File: config.mk
export PLATFORM = sky130hd
export DESIGN_NAME = avr_cfg_regs
export DESIGN_NICKNAME = d
export VERILOG_FILES = /design/src/rtl/avr_pkg.sv /design/src/rtl/avr_cfg_regs.sv
export SDC_FILE = /design/constraint.sdc
export NUM_CORES = 1
export LEC_CHECK = 0
export BUFFER_PORTS_ARGS = -buffer_cell sky130_fd_sc_hd__buf_2
export CORE_MARGIN = 2
export CORE_UTILIZATION = 35
export DETAILED_ROUTE_END_ITERATION = 8
export GPL_ROUTABILITY_DRIVEN = 0
export GPL_TIMING_DRIVEN = 0
export MAX_ROUTING_LAYER = met4
export PLACE_DENSITY = 0.67
export REMOVE_ABC_BUFFERS = 1
export SETUP_SLACK_MARGIN = 0.4
export SKIP_LAST_GASP = 1
export SLEW_MARGIN = 30
export SYNTH_ARGS = -nofsm -noshare
export SYNTH_HDL_FRONTEND = slang
export SYNTH_SLANG_ARGS = --single-unit
File: constraint.sdc
create_clock -name i_clk -period 2 [get_ports i_clk]
set_clock_uncertainty 0.15 [all_clocks]
set_input_delay 0.5 -clock i_clk [delete_from_list [all_inputs] [get_ports i_clk]]
set_output_delay 0.5 -clock i_clk [all_outputs]
set_load 0.01 [all_outputs]
File: src/rtl/avr_pkg.sv
package avr_pkg;

    // Default datapath parameters.
    localparam int COORD_WIDTH_DEF    = 32;
    localparam int TRIG_FRAC_BITS_DEF = 14;

    // Fixed register widths.
    localparam int PIVOT_W    = 32;
    localparam int TRIG_W     = 16;
    localparam int CFG_IDX_W  = 3;
    localparam int CFG_DATA_W = 32;

    // Register indexes on the configuration port.
    localparam logic [CFG_IDX_W-1:0] REG_PIVOT_X = 3'd0;
    localparam logic [CFG_IDX_W-1:0] REG_PIVOT_Y = 3'd1;
    localparam logic [CFG_IDX_W-1:0] REG_PIVOT_Z = 3'd2;
    localparam logic [CFG_IDX_W-1:0] REG_AXIS_X  = 3'd3;
    localparam logic [CFG_IDX_W-1:0] REG_AXIS_Y  = 3'd4;
    localparam logic [CFG_IDX_W-1:0] REG_AXIS_Z  = 3'd5;
    localparam logic [CFG_IDX_W-1:0] REG_COS     = 3'd6;
    localparam logic [CFG_IDX_W-1:0] REG_SIN     = 3'd7;

    // Request opcodes.
    localparam logic OP_POINT     = 1'b0;
    localparam logic OP_DIRECTION = 1'b1;

    // Rotation setup as seen by the datapath.
    typedef struct packed {
        logic signed [PIVOT_W-1:0] pivot_x;
        logic signed [PIVOT_W-1:0] pivot_y;
        logic signed [PIVOT_W-1:0] pivot_z;
        logic signed [TRIG_W-1:0]  axis_x;
        logic signed [TRIG_W-1:0]  axis_y;
        logic signed [TRIG_W-1:0]  axis_z;
        logic signed [TRIG_W-1:0]  cos_a;
        logic signed [TRIG_W-1:0]  sin_a;
    } t_cfg;

    // Reset setup: unit x axis, zero angle, pivot at the origin.
    localparam logic signed [TRIG_W-1:0] TRIG_ONE = 16'sd16384;

    localparam t_cfg CFG_RESET = '{
        pivot_x: '0,
        pivot_y: '0,
        pivot_z: '0,
        axis_x:  TRIG_ONE,
        axis_y:  '0,
        axis_z:  '0,
        cos_a:   TRIG_ONE,
        sin_a:   '0
    };

endpackage

File: src/rtl/avr_cfg_regs.sv
module avr_cfg_regs (
    input  logic                             i_clk,
    input  logic                             i_rst_n,
    input  logic                             i_we,
    input  logic [avr_pkg::CFG_IDX_W-1:0]    i_idx,
    input  logic [avr_pkg::CFG_DATA_W-1:0]   i_data,
    output avr_pkg::t_cfg                    o_cfg
);
    import avr_pkg::*;

    t_cfg r_cfg;

    // Register file; each write lands in the addressed field only.
    always_ff @(posedge i_clk) begin
        if (!i_rst_n) begin
            r_cfg <= CFG_RESET;
        end else if (i_we) begin
            unique case (i_idx)
                REG_PIVOT_X: r_cfg.pivot_x <= i_data[PIVOT_W-1:0];
                REG_PIVOT_Y: r_cfg.pivot_y <= i_data[PIVOT_W-1:0];
                REG_PIVOT_Z: r_cfg.pivot_z <= i_data[PIVOT_W-1:0];
                REG_AXIS_X:  r_cfg.axis_x  <= i_data[TRIG_W-1:0];
                REG_AXIS_Y:  r_cfg.axis_y  <= i_data[TRIG_W-1:0];
                REG_AXIS_Z:  r_cfg.axis_z  <= i_data[TRIG_W-1:0];
                REG_COS:     r_cfg.cos_a   <= i_data[TRIG_W-1:0];
                REG_SIN:     r_cfg.sin_a   <= i_data[TRIG_W-1:0];
            endcase
        end
    end

    assign o_cfg = r_cfg;

`ifndef SYNTHESIS
    // A sine write shows up on the next cycle and leaves the cosine alone.
    a_sin_write: assert property (@(posedge i_clk) disable iff (!i_rst_n)
        i_we && i_idx == REG_SIN |=>
            r_cfg.sin_a == $past(i_data[TRIG_W-1:0]) && $stable(r_cfg.cos_a))
        else $error("sine register write not applied as expected");
`endif

endmodule

==> run summary <==
Run status: finished, final reports clean
Core area: 18000 sq um
# fillers: 1676
Y dimension of the die: 139 um
Most frequent cells in the layout: 207 x sky130_fd_sc_hd__buf_2, 206 x sky130_fd_sc_hd__nand2_1, 176 x sky130_fd_sc_hd__mux2i_1, 173 x sky130_fd_sc_hd__dfxtp_1, 18 x sky130_fd_sc_hd__clkbuf_16
Total of endpoints with negative setup slack in the final report: 0
Clock tree from TritonCTS: done
CTS Root Cell: sky130_fd_sc_hd__clkbuf_16
Unrepaired setup endpoints after global routing: false
Floorplan row count: 49
Most frequent standard cell in the layout excluding fill and tap cells: sky130_fd_sc_hd__buf_2
Sinks on Clock Net: 176
GRT Total Usage: 18.1%
Critical path's slowest cell: sky130_fd_sc_hd__dfxtp_1
Lkg Pwr: 4.43 nW
Yosys warns: 0
Number of endpoints with negative hold slack in the final report: 0
Multiplexer fraction of the synthesized cell area: 27.4%
Clock period minus worst slack: 1.55 ns
Combined flip-flop and latch cell area: 3530 sq um
Detailed-placement wirelength estimate: 10900 um
Buffers & Inverters on Critical Path: 1
Number of global-route vias before repair: 4810
Overall Power: 7.53 mW
Slew @ Worst Pin: 0.534 ns
Worst vdd ir: 542 uV
Io pins: 214
Flop and latch count out of synthesis: 176
CP top delay family: flip-flops
Number of pins exceeding their max-slew limit in the final report: 0
Clock transition at the register clock pins on the worst setup and hold paths after CTS: 0.07 ns
Post-CTS Hold Fix Bufs: 0
Fin Hold WS: 0.224 ns
Global-route wire length before repair: 26800 um
First-pass iteration count of the detailed router: 4
Number of distinct library cells after synthesis: 14
Average routed wire per standard cell: 16.0 um
Final instance area: 8500 sq um
Remaining global-route overflow: 0
Worst-Skew Late Latency: 0.41 ns
Syn_area_per_cell: 10.4 sq um
Stage delay of the slowest cell on the critical path: 0.35 ns
CTS Buf Count: 17
Cells traversed along the worst timing path: buf_2
Number of nets still failing antenna checks after routing: 0
DRC violations left: 0
Area of the multi-input gates: 2710 sq um
Post-route fraction of the period consumed by the critical path: 77.4%
Post-Syn Instances: 615
CTS max path bufs: 2
Initial drt markers: 241
Vias: 4964
Synth Area in Compound Gates: 0%
Setup Crit Path Kind: reg2out
Area share of and/or/nand/nor cells after synthesis: 13.9%
Total routed wirelength: 17100 um
F_max: 646 MHz
Number of inserted diodes: 0
Per-cell via count in the routed design: 4.65
Die footprint: 19400 sq um
Parity-gate share of the synthesized area counting xor and xnor cells: 0%
Antenna violations before repair: 0
Adder-cell share of the synthesized area: 0%
Mapped cell area: 6420 sq um
Effective utilization at floorplan: 35.7%
Pwr/cell area: 886 nW/um^2
Layout area overhead: 32.4%
Core occupancy in the finished layout: 47.3%
Dominant combinational cell family by area after synthesis: multiplexers
Largest net degree at the start of global routing: 107
Highest fanout seen on the critical path: 2
Max-cap violation count: 0
Critical path data required time: 1.35 ns
Signal arrival time at the worst endpoint: 0.90 ns
Crit start category: flip-flop
Relative slew slack: 64.3%
Flip-flop count of the largest register, all copies and words added: 176
Type of element capturing the critical path: primary output
Seq/Total Area, Yosys: 54.9%
Total cell area at the placement stage: 7710 sq um
Hold crit path type: in2reg
Final net count: 863
Fraction of final layout cells sized beyond drive strength 1: 32.8%
Width of the die: 139 um
Port Buffer Count: 213
H-tree depth: 4
==> kinds of logic (layout without fill, tap and decap cells) <==
group / count (synthesis) / count (layout)
muxes: 176 / 176
and+or+nand+nor: 217 / 218
buffers and inverters: 46 / 268
DFF: 176 / 176
==> synthesized netlist by cell type <==
| cell type | number | area (sq um) |
|---|---|---|
| sky130_fd_sc_hd__buf_4 | 9 | 67.6 |
| sky130_fd_sc_hd__nand4bb_1 | 2 | 22.5 |
| sky130_fd_sc_hd__dfxtp_1 | 176 | 3520 |
| sky130_fd_sc_hd__nand4b_1 | 3 | 26.3 |
| sky130_fd_sc_hd__buf_6 | 3 | 33.8 |
| sky130_fd_sc_hd__nor2b_1 | 3 | 18.8 |
| sky130_fd_sc_hd__clkbuf_1 | 13 | 48.8 |
| sky130_fd_sc_hd__buf_1 | 8 | 30.0 |
| sky130_fd_sc_hd__mux2i_1 | 176 | 1760 |
| sky130_fd_sc_hd__buf_2 | 13 | 65.1 |
| sky130_fd_sc_hd__nand2_1 | 206 | 773 |
| sky130_fd_sc_hd__nor4b_4 | 1 | 23.8 |
| sky130_fd_sc_hd__nand4_2 | 1 | 12.5 |
| sky130_fd_sc_hd__and4bb_2 | 1 | 12.5 |
==> repair_timing <==
item                                   CTS  global route
setup buffers                            6             2
pin swaps                                2             1
endpoints found under the hold margin    0             0
gates cloned                             1             1
setup endpoints to repair              103            82
resized for setup                        4            11
==> path summary, 6_finish.rpt <==
kind | from | endpoint | slack [ns] | depth (start not counted)
worst min register to register | o_cfg[119] | o_cfg[119] | 0.30 | 2
worst max-delay path | o_cfg[147] | o_cfg[147] | 0.45 | 1
worst min-delay path | i_data[19] | o_cfg[99] | 0.22 | 3
worst max register to register | o_cfg[83] | o_cfg[83] | 1.20 | 2
==> area by class of cell <==
class,count,area share [%]
Multi-Input combinational cell,394,31.9
Timing Repair Buffer,236,16.0
Sequential cell,176,41.5
Tap cell,229,3.37
Clock inverter,7,1.15
Clock buffer,25,6.07
==> routing by layer <==
metal  track usage [%]  up-vias  part of all wire (%)
met4              4.31        0                  0.74
met3              4.96       11                   5.4
met1              23.6     2375                    47
met5                 -        -                     0
li1                  -     2448                     -
met2              28.0      130                    47
==> stage by stage <==
stage	cells	setup slack (ns)	TNS (ns)
2_1_floorplan	569	-0.611	-37.99
3_3_place_gp	1011	-2.61	-410.48
3_5_place_dp	1025	-0.187	-11.95
4_1_cts	1064	0.397	0
5_1_grt	1067	0.400	0
6_report	1067	0.452	0
==> power by group <==
part	internal [mW]	switching, mW
sequential	3.58	0.0362
combinational	0.200	0.305
clock	2.05	1.36
Power figures use the tool's default switching activity.
